## src/rtl/vch_pkg.sv

```systemverilog
// shared types, constants and helper functions for the voxel hash chain builder
// no dependencies; imported by every module of the block but vch_ram

package vch_pkg;

    localparam int COORD_W  = 32;
    localparam int HASH_W   = 32;
    localparam int HB_W     = 4;
    localparam int ENTRY_W  = 12;
    localparam int BUCKET_W = 13;
    localparam int LINK_W   = 13;
    localparam int EPOCH_W  = 8;

    localparam int VALUE_CAPACITY_DEF   = 4096;
    localparam int BUCKET_COUNT_MAX_DEF = 8192;

    localparam logic [HB_W-1:0] HASH_BITS_RST = 4'd13;

    localparam logic [HASH_W-1:0] PRIME_X  = 32'd73856093;
    localparam logic [HASH_W-1:0] PRIME_Y  = 32'd19349663;
    localparam logic [HASH_W-1:0] PRIME_Z  = 32'd83492791;
    localparam logic [HASH_W-1:0] MIX_MUL1 = 32'h7feb352d;
    localparam logic [HASH_W-1:0] MIX_MUL2 = 32'h846ca68b;

    typedef enum logic [1:0] {
        FR_IDLE,
        FR_HASH,
        FR_PUSH
    } front_state_t;

    typedef enum logic [1:0] {
        BK_SWEEP,
        BK_IDLE,
        BK_LOOKUP,
        BK_EMIT
    } back_state_t;

    typedef struct packed {
        logic clear;
        logic occupied;
    } cmd_kind_t;

    typedef struct packed {
        logic sweep;
    } back_status_t;

    typedef struct packed {
        logic [ENTRY_W-1:0]  entry_index;
        logic [BUCKET_W-1:0] bucket;
        logic [LINK_W-1:0]   chain_link;
        logic                linked;
        logic                dropped;
    } result_t;

    function automatic logic [HASH_W-1:0] xs16(input logic [HASH_W-1:0] v);
        return v ^ (v >> 16);
    endfunction

    function automatic logic [HASH_W-1:0] xs15(input logic [HASH_W-1:0] v);
        return v ^ (v >> 15);
    endfunction

endpackage

```

## src/rtl/vch_queue.sv

```systemverilog
// two-entry command queue between the front and back ends
// depends on vch_pkg

module vch_queue import vch_pkg::*; #(
    parameter int WIDTH = 8
) (
    input  logic             aclk,
    input  logic             aresetn,
    input  logic             wr_valid,
    output logic             wr_ready,
    input  logic [WIDTH-1:0] wr_data,
    output logic             rd_valid,
    input  logic             rd_ready,
    output logic [WIDTH-1:0] rd_data
);

    logic [WIDTH-1:0] slot_reg [2];
    logic             wptr_reg, wptr_next;
    logic             rptr_reg, rptr_next;
    logic [1:0]       fill_reg, fill_next;
    logic             push, pop;

    always_comb begin
        wr_ready  = (fill_reg != 2'd2);
        rd_valid  = (fill_reg != 2'd0);
        rd_data   = slot_reg[rptr_reg];
        push      = wr_valid && wr_ready;
        pop       = rd_valid && rd_ready;
        wptr_next = push ? !wptr_reg : wptr_reg;
        rptr_next = pop ? !rptr_reg : rptr_reg;
        fill_next = fill_reg + {1'b0, push} - {1'b0, pop};
    end

    always_ff @(posedge aclk) begin
        if (!aresetn) begin
            wptr_reg <= 1'b0;
            rptr_reg <= 1'b0;
            fill_reg <= 2'd0;
        end else begin
            wptr_reg <= wptr_next;
            rptr_reg <= rptr_next;
            fill_reg <= fill_next;
        end
    end

    always_ff @(posedge aclk) begin
        if (push) begin
            slot_reg[wptr_reg] <= wr_data;
        end
    end

endmodule

```

## config.mk

```make
export PLATFORM = sky130hd
export DESIGN_NAME = vch_queue
export DESIGN_NICKNAME = d
export VERILOG_FILES = /design/src/rtl/vch_pkg.sv /design/src/rtl/vch_queue.sv
export SDC_FILE = /design/constraint.sdc
export NUM_CORES = 1
export LEC_CHECK = 0
export BUFFER_PORTS_ARGS = -buffer_cell sky130_fd_sc_hd__buf_2
export CAP_MARGIN = 20
export CORE_MARGIN = 4
export CORE_UTILIZATION = 44
export CTS_BUF_LIST = sky130_fd_sc_hd__clkbuf_16
export CTS_CLUSTER_SIZE = 8
export DETAILED_ROUTE_END_ITERATION = 10
export GPL_ROUTABILITY_DRIVEN = 0
export PLACE_DENSITY_LB_ADDON = 0.12
export SLEW_MARGIN = 0
export SYNTH_ARGS = -nofsm -noshare
export SYNTH_HDL_FRONTEND = slang
export SYNTH_SLANG_ARGS = --single-unit
```

## constraint.sdc

```tcl
create_clock -name aclk -period 1.4 [get_ports aclk]
set_input_delay 0.07 -clock aclk [delete_from_list [all_inputs] [get_ports aclk]]
set_output_delay 0.07 -clock aclk [all_outputs]
set_load 0.02 [all_outputs]
```

Word level (Yosys, flattened, before mapping)

Memory sizes are Yosys's and may differ from the RTL's. A register that Yosys moved wholly into a read port is not among the register bits.
Index checks and enable logic that the tools add are counted.

Flip-flop bits (word level): 4
Latch bits: 0
RAM bits: 16
ROM bits: 0
Bits of input ports: 12
Output and inout port bits: 10
Logic and storage cells: 16
Memories kept: 1

Memory list:

| name     | depth | width | read ports | clocked after memory_dff | wr ports | line            | text |
|---|---|---|---|---|---|---|---|
| slot_reg | 2     | 8     | 1          | 1                        | 1        | vch_queue.sv:17 | `logic [WIDTH-1:0] slot_reg [2];` |

Add/subtract/negate cells: 2
Multipliers: 0
Divide/modulo/power cells: 0
Magnitude comparators: 0
Equal/unequal tests: 1
Shift-type cells: 0
Mux-type cells: 4
Bitwise operators: 0
Reductions and logical operators: 5

Operator list:

| cell                                         | number |
|---|---|
| 1-bit 2-to-1 mux                             | 4 |
| 2-bit by 1-bit adder with 2-bit output       | 1 |
| 1-bit logical AND                            | 2 |
| 1-bit logical NOT                            | 2 |
| 2-bit inequality test, second input constant | 1 |
| 2-bit nonzero test                           | 1 |
| 2-bit by 1-bit subtractor with 2-bit output  | 1 |

Logic depth before layout (Yosys ltp)

Depth after elaboration: 4
Gate-level depth with buffers: 6
Depth with buffers taken out: 6

Worst setup path before layout

OpenSTA, ideal clock, no wires.

Kind: reg-to-reg
Start: register fill_reg[0]
End: memory slot_reg[1][0] (enable)
Data arrival time: 1,015 ps
Required time: 1,068 ps
Path slack: 53 ps
Stages on the path, launching flop included: 3
Cell sequence: dfxtp_1 nand2b_1 and3_1

Longest elaborated chain between the ends: 4

Ends and longest elaborated chain:

| element                                | line            | text |
|---|---|---|
| from (decl)                            | vch_queue.sv:20 | `logic [1:0] fill_reg, fill_next;` |
| from (signal assigned)                 | vch_queue.sv:42 | `fill_reg <= fill_next;` |
| 2-bit inequality test                  | vch_queue.sv:24 | `wr_ready = (fill_reg != 2'd2);` |
| net wr_ready                           | vch_queue.sv:10 | `output logic wr_ready,` |
| 1-bit logical AND                      | vch_queue.sv:27 | `push = wr_valid && wr_ready;` |
| 1-bit 2-to-1 mux                       | vch_queue.sv:47 | `if (push) begin` |
| 1-bit 2-to-1 mux (implied by the code) | vch_queue.sv:48 | `slot_reg[wptr_reg] <= wr_data;` |
| to (decl)                              | vch_queue.sv:17 |  |

The timed path passes the listed nets, and every way through them passes these cells.

Final worst setup path

Start: register fill_reg[1]
End: register fill_reg[0]

Longest elaborated chain between the ends: 4

Ends and longest elaborated chain:

| element                                         | line            | text |
|---|---|---|
| 2-bit inequality test                           | vch_queue.sv:24 |  |
| 1-bit logical AND                               | vch_queue.sv:27 |  |
| 2-bit by 1-bit adder with 2-bit output          | vch_queue.sv:31 | `fill_next = fill_reg + {1'b0, push} - {1'b0, pop};` |
| 2-bit by 1-bit subtractor with 2-bit output (*) | vch_queue.sv:31 |  |
| net fill_next[0]                                | vch_queue.sv:20 |  |

Mark *: on every way through the listed nets, which the timed path passes. The rest lies on a longest branch.
A chain may end at the register's enable or synchronous reset.

==> out/metrics.cfg <==
[setup_path]
reg2reg_from = fill_reg[1]
cp-end-kind = flop
required_ns = 1.54
cp_max_fo = 5
slowest_stage = dfxtp_2
cp_data_arrival_time_ns = 1.47
cpPeakStageDelay_ns = 0.33
path_cells = and2b_1 -> o21ba_2 -> nor2_2 -> ha_2 -> and2_1
critPathLaunch = fill_reg[1]
crit_type = flop to flop
crit_path_start_kind = flop

[timing]
clock_skew_ns = 0.00144
finalMaxSlewViolations = 0
fin_tns_setup_ns = 0
period_share_pct = 94.8
final_hold_viol_count = 0
max_slew_margin_pct = 72.5
setup_ws_ns = 0.0730
period_needed_ns = 1.33
setup_viol = 0
clock.fmax_ghz = 0.754
tightest_slew_ns = 0.407

[grt]
grt_pass1_wl_um = 2150
grt_pass1_vias = 526
grt_max_degree = 12
antenna_found_initial = 0
grt_overflow = 0
grt_usage_pct = 11.1

[cts]
htree_levels = 1
clock-root-buffer = clkbuf_16
clk_transition_reported_paths_ns = 0.05
clock-sinks = 21
cts_tree = yes
clock_latency_ns = 0.25
clockBufferDepth = 2
numCtsBuffers = 3
cts_hold_buf = 0

[power_and_ir_drop]
ir_drop_v = 0.00106
p_leak_nw = 0.457
power.total_mw = 1.88
power_density_nw_per_um2 = 1700

[detailed_routing]
drt-total-wl_um = 1370
drt_iter0_drc = 16
route.detailed.drc = 0
vias = 532
avgRoutedWirePerCell_um = 12.4
dr.pass1.iters = 4
postRouteAntennaNets = 0
routed_via_density = 4.84

[final_layout]
syn_to_final_growth_pct = 32.3
num-fill-cells = 162
final_util_pct = 62.7
n_antenna_cell = 0
drive_above_1_share_pct = 55.3
num-nets-final = 99
largest_register_ffs = 16

[min_path]
worstHoldStart = wr_data[5]
min_path_type = input pin to flop

[synth]
netlist_area_um2 = 836
synth_common_cells = 16 x edfxtp_1, 8 x mux2_2, 5 x dfxtp_1, 4 x nor2_1
yosysMostFrequentCell = edfxtp_1
netlist-cell-type-count = 23
synth.area.top_cells = edfxtp_1 57%, dfxtp_1 12%, mux2_2 11%
ys_seq_area_share_pct = 69.5
synth_cells = 55
post-synth-top-area-cell = edfxtp_1
syn_avg_cell_area_um2 = 15.2
syn_nets = 68
yosysWarnings = 0
synth_seq_cells = 21
synth.top_cell.area_share_pct = 57.5
synth_edf_count = 16
synthArstFlopShare_pct = 0
synthFlopType = edfxtp_1

[placed_design]
pre_cts_ws_ns = -0.0358
dpl.hpwl_um = 1000
port-buffer-count = 21

[status]
status = complete, no violations

[run]
maxCapViolCount = 0

[floorplanning]
rows = 15
die_x_um = 51.6
die_y_um = 51.6
initial_core_util_pct = 47.4
die-area_um2 = 2660
core_um2 = 1760
ios = 22

cells by family (layout without fill, tap and decap cells):
family,Yosys count,in the layout,synth area share [%]
flip-flops,21,21,69.5
AND/OR/NAND/NOR,15,15,10.5
multiplexers,8,8,10.8
AO/OA/AOI/OAI,6,6,5.24
buffers and inverters,3,33,1.50
adder cells (fa/ha/maj),1,1,1.50
XOR/XNOR,1,1,1.05
worst paths after layout:
check                                      end  slack, ns  cells after the start
worst min register to register            flop       0.51                      2
worst max register to register     fill_reg[0]       0.07                      5
worst min-delay path            slot_reg[1][5]       0.01                      1
worst max-delay path               fill_reg[0]       0.07                      5
through the flow:
stage               cell area (µm²)  hold WS, ns  std cells
floorplan                       836        0.169         55
global placement               1000        0.258        105
detailed placement             1000        0.261        105
CTS                            1100      0.00572        110
global route                   1110      0.00488        110
finish                         1110       0.0104        110
layout make-up:
class,count,area (µm²),area share [%]
Inverter,2,7.51,0.679
Clock buffer,3,75.1,6.79
Tap cell,25,31.3,2.83
Clock inverter,1,3.75,0.339
Sequential cell,21,584,52.8
Timing Repair Buffer,27,150,13.6
Multi-Input combinational cell,31,254,23.0
placed cells by master, fill, tap and decap left out, types with 3 or more instances in the layout:
master / netlist / layout
buf_4: 0 / 6
nor2_1: 4 / 3
buf_2: 1 / 21
edfxtp_1: 16 / 16
dfxtp_2: 0 / 3
clkbuf_16: 0 / 3
mux2_2: 8 / 8
inv_1: 2 / 3
where the power goes:
part	internal [mW]	leakage [nW]	switching (mW)
sequential	0.769	0.192	0.0611
clock	0.379	0.0423	0.192
combinational	0.234	0.223	0.244
layer usage:
| layer | vias to the layer above | global-route usage [%] | wire length [µm] | share of wire (%) |
|---|---|---|---|---|
| li1 | 268 | - | - | - |
| met1 | 250 | 12.1 | 559 | 41 |
| met2 | 12 | 19.5 | 715 | 52 |
| met3 | 2 | 3.15 | 74 | 5.4 |
| met4 | 0 | 5.24 | 14 | 1.0 |
| met5 | - | 0 | 0 | 0 |
critical path: cells and delay by family, from the launching register on:
kind,cells,cell delay (ns)
and+or+nand+nor,3,0.41
AOI/OAI and AO/OA,1,0.22
DFF,1,0.33
adders and majority gates,1,0.26
repair_timing:
action	CTS	global route
setup endpoints to repair	3	1
pin swaps	0	2
resized for setup	2	4
buffers inserted	1	0
endpoints found under the hold margin	0	0
Note: power is estimated with default switching activity, not from simulation.
