==> src/rtl/vch_pkg.sv <==
// shared types, constants and helper functions for the voxel hash chain builder
// no dependencies; imported by every module of the block but vch_ram

package vch_pkg;

    localparam int COORD_W  = 32;
    localparam int HASH_W   = 32;
    localparam int HB_W     = 4;
    localparam int ENTRY_W  = 12;
    localparam int BUCKET_W = 13;
    localparam int LINK_W   = 13;
    localparam int EPOCH_W  = 8;

    localparam int VALUE_CAPACITY_DEF   = 4096;
    localparam int BUCKET_COUNT_MAX_DEF = 8192;

    localparam logic [HB_W-1:0] HASH_BITS_RST = 4'd13;

    localparam logic [HASH_W-1:0] PRIME_X  = 32'd73856093;
    localparam logic [HASH_W-1:0] PRIME_Y  = 32'd19349663;
    localparam logic [HASH_W-1:0] PRIME_Z  = 32'd83492791;
    localparam logic [HASH_W-1:0] MIX_MUL1 = 32'h7feb352d;
    localparam logic [HASH_W-1:0] MIX_MUL2 = 32'h846ca68b;

    typedef enum logic [1:0] {
        FR_IDLE,
        FR_HASH,
        FR_PUSH
    } front_state_t;

    typedef enum logic [1:0] {
        BK_SWEEP,
        BK_IDLE,
        BK_LOOKUP,
        BK_EMIT
    } back_state_t;

    typedef struct packed {
        logic clear;
        logic occupied;
    } cmd_kind_t;

    typedef struct packed {
        logic sweep;
    } back_status_t;

    typedef struct packed {
        logic [ENTRY_W-1:0]  entry_index;
        logic [BUCKET_W-1:0] bucket;
        logic [LINK_W-1:0]   chain_link;
        logic                linked;
        logic                dropped;
    } result_t;

    function automatic logic [HASH_W-1:0] xs16(input logic [HASH_W-1:0] v);
        return v ^ (v >> 16);
    endfunction

    function automatic logic [HASH_W-1:0] xs15(input logic [HASH_W-1:0] v);
        return v ^ (v >> 15);
    endfunction

endpackage

==> src/rtl/vch_front.sv <==
// front end: accepts items, runs the spatial hash on one shared multiplier
// depends on vch_pkg

module vch_front import vch_pkg::*; #(
    parameter int BUCKET_COUNT_MAX = BUCKET_COUNT_MAX_DEF,
    localparam int BKT_AW = $clog2(BUCKET_COUNT_MAX)
) (
    input  logic                aclk,
    input  logic                aresetn,
    input  logic                s_valid,
    output logic                s_ready,
    input  logic                s_mode,
    input  logic [COORD_W-1:0]  s_x,
    input  logic [COORD_W-1:0]  s_y,
    input  logic [COORD_W-1:0]  s_z,
    input  logic                s_occupied,
    input  logic [HB_W-1:0]     hash_bits,
    input  back_status_t        status,
    output logic                cmd_valid,
    input  logic                cmd_ready,
    output cmd_kind_t           cmd_kind,
    output logic [BKT_AW-1:0]   cmd_bucket
);

    localparam logic [3:0] S_XP  = 4'd0;
    localparam logic [3:0] S_XC1 = 4'd1;
    localparam logic [3:0] S_YP  = 4'd3;
    localparam logic [3:0] S_YC1 = 4'd4;
    localparam logic [3:0] S_HY1 = 4'd6;
    localparam logic [3:0] S_ZP  = 4'd8;
    localparam logic [3:0] S_ZC1 = 4'd9;
    localparam logic [3:0] S_HZ1 = 4'd11;
    localparam logic [3:0] S_HZ2 = 4'd12;

    localparam logic [HASH_W-1:0] CAP_MASK = HASH_W'(BUCKET_COUNT_MAX - 1);

    front_state_t state_reg, state_next;
    logic [3:0]         step_reg, step_next;
    logic [HASH_W-1:0]  acc_reg, acc_next;
    logic [HASH_W-1:0]  h_reg, h_next;
    logic [COORD_W-1:0] x_reg, y_reg, z_reg;
    logic               clear_reg, occ_reg;
    logic [HB_W-1:0]    hb_reg;
    logic [HASH_W-1:0]  op_a, op_b, hash, lo_mask;
    logic               accept;

    assign accept = s_valid && s_ready;

    always_comb begin
        state_next = state_reg;
        case (state_reg)
            FR_IDLE: begin
                if (accept) begin
                    state_next = s_mode ? FR_HASH : FR_PUSH;
                end
            end
            FR_HASH: begin
                if (step_reg == S_HZ2) begin
                    state_next = FR_PUSH;
                end
            end
            FR_PUSH: begin
                if (cmd_ready) begin
                    state_next = FR_IDLE;
                end
            end
            default: state_next = FR_IDLE;
        endcase
    end

    always_comb begin
        s_ready   = (state_reg == FR_IDLE) && !status.sweep;
        cmd_valid = (state_reg == FR_PUSH);
        case (step_reg)
            S_XP: begin
                op_a = x_reg;
                op_b = PRIME_X;
            end
            S_YP: begin
                op_a = y_reg;
                op_b = PRIME_Y;
            end
            S_ZP: begin
                op_a = z_reg;
                op_b = PRIME_Z;
            end
            S_XC1, S_YC1, S_ZC1: begin
                op_a = xs16(acc_reg);
                op_b = MIX_MUL1;
            end
            S_HY1, S_HZ1: begin
                op_a = xs16(h_reg ^ xs16(acc_reg));
                op_b = MIX_MUL1;
            end
            default: begin
                op_a = xs15(acc_reg);
                op_b = MIX_MUL2;
            end
        endcase
        acc_next  = acc_reg;
        h_next    = h_reg;
        step_next = step_reg;
        if (state_reg == FR_IDLE) begin
            step_next = S_XP;
        end else if (state_reg == FR_HASH) begin
            acc_next  = op_a * op_b;
            step_next = step_reg + 4'd1;
            if ((step_reg == S_YP) || (step_reg == S_ZP)) begin
                h_next = xs16(acc_reg);
            end
        end
        hash       = xs16(acc_reg);
        lo_mask    = (32'd1 << hb_reg) - 32'd1;
        cmd_bucket = BKT_AW'(hash & lo_mask & CAP_MASK);
        cmd_kind.clear    = clear_reg;
        cmd_kind.occupied = occ_reg;
    end

    always_ff @(posedge aclk) begin
        if (!aresetn) begin
            state_reg <= FR_IDLE;
        end else begin
            state_reg <= state_next;
        end
    end

    always_ff @(posedge aclk) begin
        step_reg <= step_next;
        acc_reg  <= acc_next;
        h_reg    <= h_next;
        if (accept) begin
            x_reg     <= s_x;
            y_reg     <= s_y;
            z_reg     <= s_z;
            clear_reg <= !s_mode;
            occ_reg   <= s_occupied;
            hb_reg    <= hash_bits;
        end
    end

endmodule

==> config.mk <==
export PLATFORM = sky130hd
export DESIGN_NAME = vch_front
export DESIGN_NICKNAME = d
export VERILOG_FILES = /design/src/rtl/vch_pkg.sv /design/src/rtl/vch_front.sv
export SDC_FILE = /design/constraint.sdc
export NUM_CORES = 1
export LEC_CHECK = 0
export ABC_AREA = 1
export BUFFER_PORTS_ARGS = -buffer_cell sky130_fd_sc_hd__buf_2
export CORE_MARGIN = 5
export CORE_UTILIZATION = 64
export CTS_CLUSTER_SIZE = 25
export DETAILED_ROUTE_END_ITERATION = 6
export PLACE_DENSITY = 0.88
export SLEW_MARGIN = 25
export SYNTH_ARGS = -nofsm -noshare
export SYNTH_HDL_FRONTEND = slang
export SYNTH_SLANG_ARGS = --single-unit
==> constraint.sdc <==
create_clock -name aclk -period 9.9 [get_ports aclk]
set_input_delay 0.495 -clock aclk [delete_from_list [all_inputs] [get_ports aclk]]
set_output_delay 0.495 -clock aclk [all_outputs]
set_load 0.01 [all_outputs]
# Word-level counts from Yosys, hierarchy flattened
# Index checks and enable logic that the tools add are counted.
[totals]
memories = 0
reg_bits = 172
in_bits = 107
romBits = 0
ram_bits = 0
output_inout_bits = 17
latch_bits = 0
[op_classes]
eq_ne = 13
shifts = 1
add_sub_neg = 2
multipliers = 1
bitwise = 6
reduce_logical = 13
n_div = 0
order_cmp = 0
muxes = 7
[ops]
columns = ["op", "n"]
rows = [
  ["$pmux W32 S5", 1],
  ["$pmux W32 S4", 1],
  ["$xor A32 B16 Y32", 2],
  ["$mul A32 B32 Y32", 1],
  ["$xor A32 B17 Y32", 1],
  ["$xor A32 B32 Y32", 1],
  ["$eq A4 B4 Y1 const B", 4],
  ["$and A13 B13 Y13", 1],
  ["$shl A1 B4 Y13 const A", 1],
  ["$sub A13 B1 Y13 const B", 1],
  ["$eq A4 B3 Y1 const B", 2],
  ["$mux W2", 4],
  ["$pmux W2 S3", 1],
  ["$reduce_and A3 Y1", 2],
  ["$reduce_or A5 Y1", 1],
  ["$add A4 B1 Y4 const B", 1],
  ["$eq A4 B1 Y1 const B", 1],
  ["$eq A4 B2 Y1 const B", 1],
  ["$logic_not A4 Y1", 1],
  ["$ne A2 B2 Y1 const B", 2],
  ["$reduce_or A3 Y1", 1],
  ["$eq A2 B1 Y1 const B", 1],
  ["$eq A2 B2 Y1 const B", 1],
  ["$logic_and A1 B1 Y1", 2],
  ["7 further kinds", 8],
]

# Longest topological paths before layout
[depth]
depth_word = 5
depth_mapped = 45
mapped_depth_nobuf = 42

# Worst setup path before layout
# OpenSTA, ideal clock, no wires.
[synth_path]
path_kind = "input -> register"
from = "input port status"
to = "register clear_reg, enable pin"
path_slack_ns = 1.657
t_required_ns = 9.211
stages = 1
arrival_ns = 7.554
n_path_buf = 0
setup_ns = 0.689
cell_sequence = "nor3_1"
[synth_via]
elab_chain_cells = 3
[synth_rtl]
columns = ["item", "line_no", "rtl"]
rows = [
  ["start: declaration", "vch_front.sv:18", "input back_status_t status,"],
  ["$logic_not A1 Y1", "vch_front.sv:72", "s_ready = (state_reg == FR_IDLE) && !status.sweep;"],
  ["$logic_and A1 B1 Y1", "vch_front.sv:72", ""],
  ["$logic_and A1 B1 Y1", "vch_front.sv:47", "assign accept = s_valid && s_ready;"],
  ["end signal: assignment", "vch_front.sv:135", "clear_reg <= !s_mode;"],
  ["end: declaration", "vch_front.sv:42", "logic clear_reg, occ_reg;"],
]
# No other way between the ends.
# A chain may end at the register's enable or synchronous reset.

# Worst setup path in the final report
[layout_path]
from = "register step_reg[0]"
to = "register acc_reg[28] (data pin)"
[layout_via]
elab_chain_cells = 4
word_cells_on_any_way = 14
[layout_rtl]
columns = ["item", "line_no", "rtl"]
rows = [
  ["start: declaration", "vch_front.sv:38", "logic [3:0] step_reg, step_next;"],
  ["start signal: assignment", "vch_front.sv:128", "step_reg <= step_next;"],
  ["$eq A4 B3 Y1 (tied with other cells)", "vch_front.sv:74", "case (step_reg)"],
  ["$reduce_or A5 Y1 (no line) (tied with other cells)", "--", ""],
  ["$pmux W32 S4 / $pmux W32 S5 (equally long branches)", "vch_front.sv:74", ""],
  ["$mul A32 B32 Y32 *", "vch_front.sv:106", "acc_next = op_a * op_b;"],
  ["end signal: assignment", "vch_front.sv:129", "acc_reg <= acc_next;"],
  ["end: declaration", "vch_front.sv:39", "logic [HASH_W-1:0] acc_reg, acc_next;"],
]
# Every way passes the cells marked *; elsewhere a longest branch is shown, timed or not.

==> load_flow_metrics.sql <==
INSERT INTO impl_metrics (metric_group, metric, value, unit) VALUES
('status', 'run_status', 'finished, violations left', ''),
('status', 'failing_checks', 'DRC', ''),
('synth', 'synth-async-reset-ratio', '0', '%'),
('routing', 'drc_errors', '8', ''),
('grt', 'grt_overflow_total', '0', ''),
('layout', 'nets', '3408', ''),
('routing', 'per_cell_via_count_in_the_routed_design', '5.767', ''),
('clock_tree', 'worst_setup_hold_path_clk_slew', '0.07', 'ns'),
('timing', 'timing.final.hold_violations', '0', ''),
('layout', 'n_fill_cell', '2836', ''),
('grt', 'grt_pass1_vias', '20101', ''),
('synth', 'synthesized_instance_count', '2642', ''),
('worst_setup_path', 'worst_ep_required_time', '10.06', 'ns'),
('clock_tree', 'cts_tree', 'done', ''),
('worst_setup_path', 'crit_type', 'reg2reg', ''),
('timing', 'clock.fmax', '0.1059', 'GHz'),
('synth', 'synthesis.nets', '3285', ''),
('clock_tree', 'post_cts_buffers', '0', ''),
('job', 'cap_violations', '0', ''),
('timing', 'final-max-slew-violation-count', '0', ''),
('clock_tree', 'cts_root_buf', 'clkbuf_16', ''),
('worst_setup_path', 'crit_path_frequent_cell', 'fa_1', ''),
('die', 'io-pin-count', '124', ''),
('synth', 'yosys_warnings', '0', ''),
('clock_tree', 'clockBufferDepth', '2', ''),
('worst_setup_path', 'worst_path_largest_cell_delay', '0.62', 'ns'),
('clock_tree', 'worst_skew_pair.late_latency', '0.44', 'ns'),
('grt', 'grt_antenna_before_repair', '0', ''),
('routing', 'drt_iter0_drc', '2017', ''),
('worst_setup_path', 'worst-endpoint-arrival', '9.60', 'ns'),
('layout', 'drive_above_1_share', '9.179', '%'),
('layout', 'commonest_cells_after_routing_fill_and_taps_aside', '654 x inv_1, 491 x nand2_1, 404 x fa_1', ''),
('synth', 'seq_area_frac_synth', '21.90', '%'),
('grt', 'wire_length_of_the_first_global_routing_pass', '118300', 'um'),
('place', 'placement.io_buffers', '123', ''),
('timing', 'worst_clock_skew', '0.01305', 'ns'),
('synth', 'syn-cell-area', '23310', 'um^2'),
('layout', 'footprint_of_the_multi_input_gates', '15420', 'um^2'),
('worst_setup_path', 'worstSetupEndpointType', 'flop', ''),
('routing', 'drt-total-wl', '77970', 'um'),
('die', 'die_x', '200.9', 'um'),
('die', 'dieArea', '40350', 'um^2'),
('layout', 'area_growth', '8.162', '%'),
('hold_path', 'min_path_type', 'in2reg', ''),
('die', 'core_region_area', '36260', 'um^2'),
('clock_tree', 'number_of_buffers_created_by_cts', '17', ''),
('grt', 'pin_count_of_the_biggest_net_entering_global_routing', '89', ''),
('routing', 'drt_pre_antenna_iters', '7', ''),
('routing', 'ant_nets', '0', ''),
('timing', 'worst_slew_margin_rel', '31.01', '%'),
('clock_tree', 'clock_sink_count', '172', ''),
('die', 'dieHeight', '200.9', 'um'),
('timing', 'fin_crit_sh', '95.42', '%'),
('synth', 'synth_enable_flop_cells', '166', ''),
('die', 'floorplan_row_count', '70', ''),
('place', 'detailedPlacementHpwl', '65130', 'um'),
('grt', 'grtUsageTotal', '39.26', '%'),
('timing', 'transition_time_at_the_pin_with_the_least_slew_margin', '1.035', 'ns'),
('synth', 'yosys_most_used_dff', 'edfxtp_1', ''),
('place', 'routabilityCongestion', '1.037', ''),
('worst_setup_path', 'worst_setup_path_start_kind', 'flop', ''),
('worst_setup_path', 'highest_delay_cell_along_the_critical_path', 'fa_1', ''),
('synth', 'yosys_register_bits', '172', ''),
('synth', 'synth_cell_type_count', '52', ''),
('timing', 'setup_tns', '0', 'ns'),
('routing', 'vias', '18720', ''),
('layout', 'insertedDiodeCount', '0', ''),
('die', 'initial_core_util', '64.30', '%'),
('routing', 'average_wire_per_cell_in_the_routed_design', '24.02', 'um'),
('timing', 'final_period_minus_worst_setup_slack', '9.447', 'ns'),
('timing', 'rsz0062_at_grt', 'no', ''),
('layout', 'final_common_cell', 'inv_1', ''),
('synth', 'syn_avg_cell_area', '8.825', 'um^2'),
('worst_setup_path', 'path_max_fanout', '19', ''),
('timing', 'final-setup-viol-count', '0', ''),
('clock_tree', 'htree_levels', '4', ''),
('layout', 'register_area', '5105', 'um^2');
==> what timing repair did <==
action / in CTS / in global routing
gates resized for setup: 0 / 2
hold buffers: 0 / 0
setup endpoints to repair: 0 / 1
==> layer usage <==
layer / vias to the layer above / global-route usage [%] / share of wire (%)
met5: - / 0 / 0
met4: 0 / 22.74 / 7.4
met3: 277 / 10.55 / 11
met2: 1199 / 62.67 / 46
met1: 9120 / 48.56 / 35
li1: 8124 / - / -
==> cells by family (layout without fill, tap and decap cells) <==
group	count (synthesis)	after routing	share of synthesized area, %
and+or+nand+nor	980	980	17.70
AOI/OAI and AO/OA	124	124	2.925
adders and majority gates	536	536	41.77
xor gates and xnor gates	97	97	3.644
buffers and inverters	733	869	12.06
DFF	172	172	21.90
==> synthesized netlist by cell type (2+ instances only) <==
cell type	count	share of area, %
nor3_1	8	0.17
o21ai_1	8	0.17
fa_1	404	35
o21ai_0	43	0.92
nand3_2	5	0.21
nor2_8	2	0.17
buf_2	21	0.45
o2111ai_1	2	0.075
a21boi_0	2	0.064
inv_2	15	0.24
buf_4	7	0.23
nand3b_1	8	0.26
nand2_2	10	0.27
clkinv_1	2	0.032
nand4_1	23	0.62
inv_1	654	11
edfxtp_1	166	21
a21oi_1	51	1.1
ha_1	132	7.1
a211oi_1	3	0.097
and2_1	9	0.24
nor2_1	286	4.6
or2_2	12	0.32
a31oi_1	2	0.054
nand3_1	108	2.3
and3_1	2	0.054
clkbuf_1	25	0.40
dfxtp_1	6	0.52
nor3b_1	6	0.19
o211ai_1	2	0.064
xnor2_1	48	1.8
nor2_2	4	0.11
buf_1	8	0.13
o21bai_1	2	0.064
nand2_1	491	7.9
xor2_1	49	1.8
==> critical path: cells and delay by family, from the launching register on <==
family | cells | cell delay [ns]
adder cells (fa/ha/maj) | 10 | 4.83
AO/OA/AOI/OAI | 5 | 1.41
buffers and inverters | 10 | 1.39
AND/OR/NAND/NOR | 7 | 0.95
flip-flops | 1 | 0.35
XOR/XNOR | 1 | 0.20
==> metrics by stage <==
step	setup slack, ns	utilization (%)	hold WS, ns	cell area, um^2	std cells
2_1_floorplan	1.657	-	0.4244	23310	2642
3_3_place_gp	0.6664	67.77	0.5500	24570	3214
3_5_place_dp	0.6317	67.77	0.5780	24570	3214
4_1_cts	0.5718	69.51	0.2231	25200	3246
5_1_grt	0.07563	69.55	0.2241	25220	3246
6_report	0.4533	69.55	0.2321	25220	3246
==> final cells by class <==
type | instances | share of cell area, %
Multi-Input combinational cell | 1737 | 61.15
Sequential cell | 172 | 20.24
Inverter | 671 | 10.00
Timing Repair Buffer | 166 | 3.786
Tap cell | 468 | 2.322
Clock buffer | 17 | 1.687
Clock inverter | 15 | 0.8137
==> worst paths after layout <==
check	to	startpoint	cells after the start	slack, ns
max	acc_reg[28]	step_reg[0]	33	0.45
min reg2reg	state_reg[1]	state_reg[1]	1	0.61
max reg2reg	acc_reg[28]	step_reg[0]	33	0.45
min	y_reg[5]	s_y[5]	1	0.23
Power is left out: the tool's default activity adds up to more than one toggle a clock period on the data nets, which glitch-free logic cannot reach.
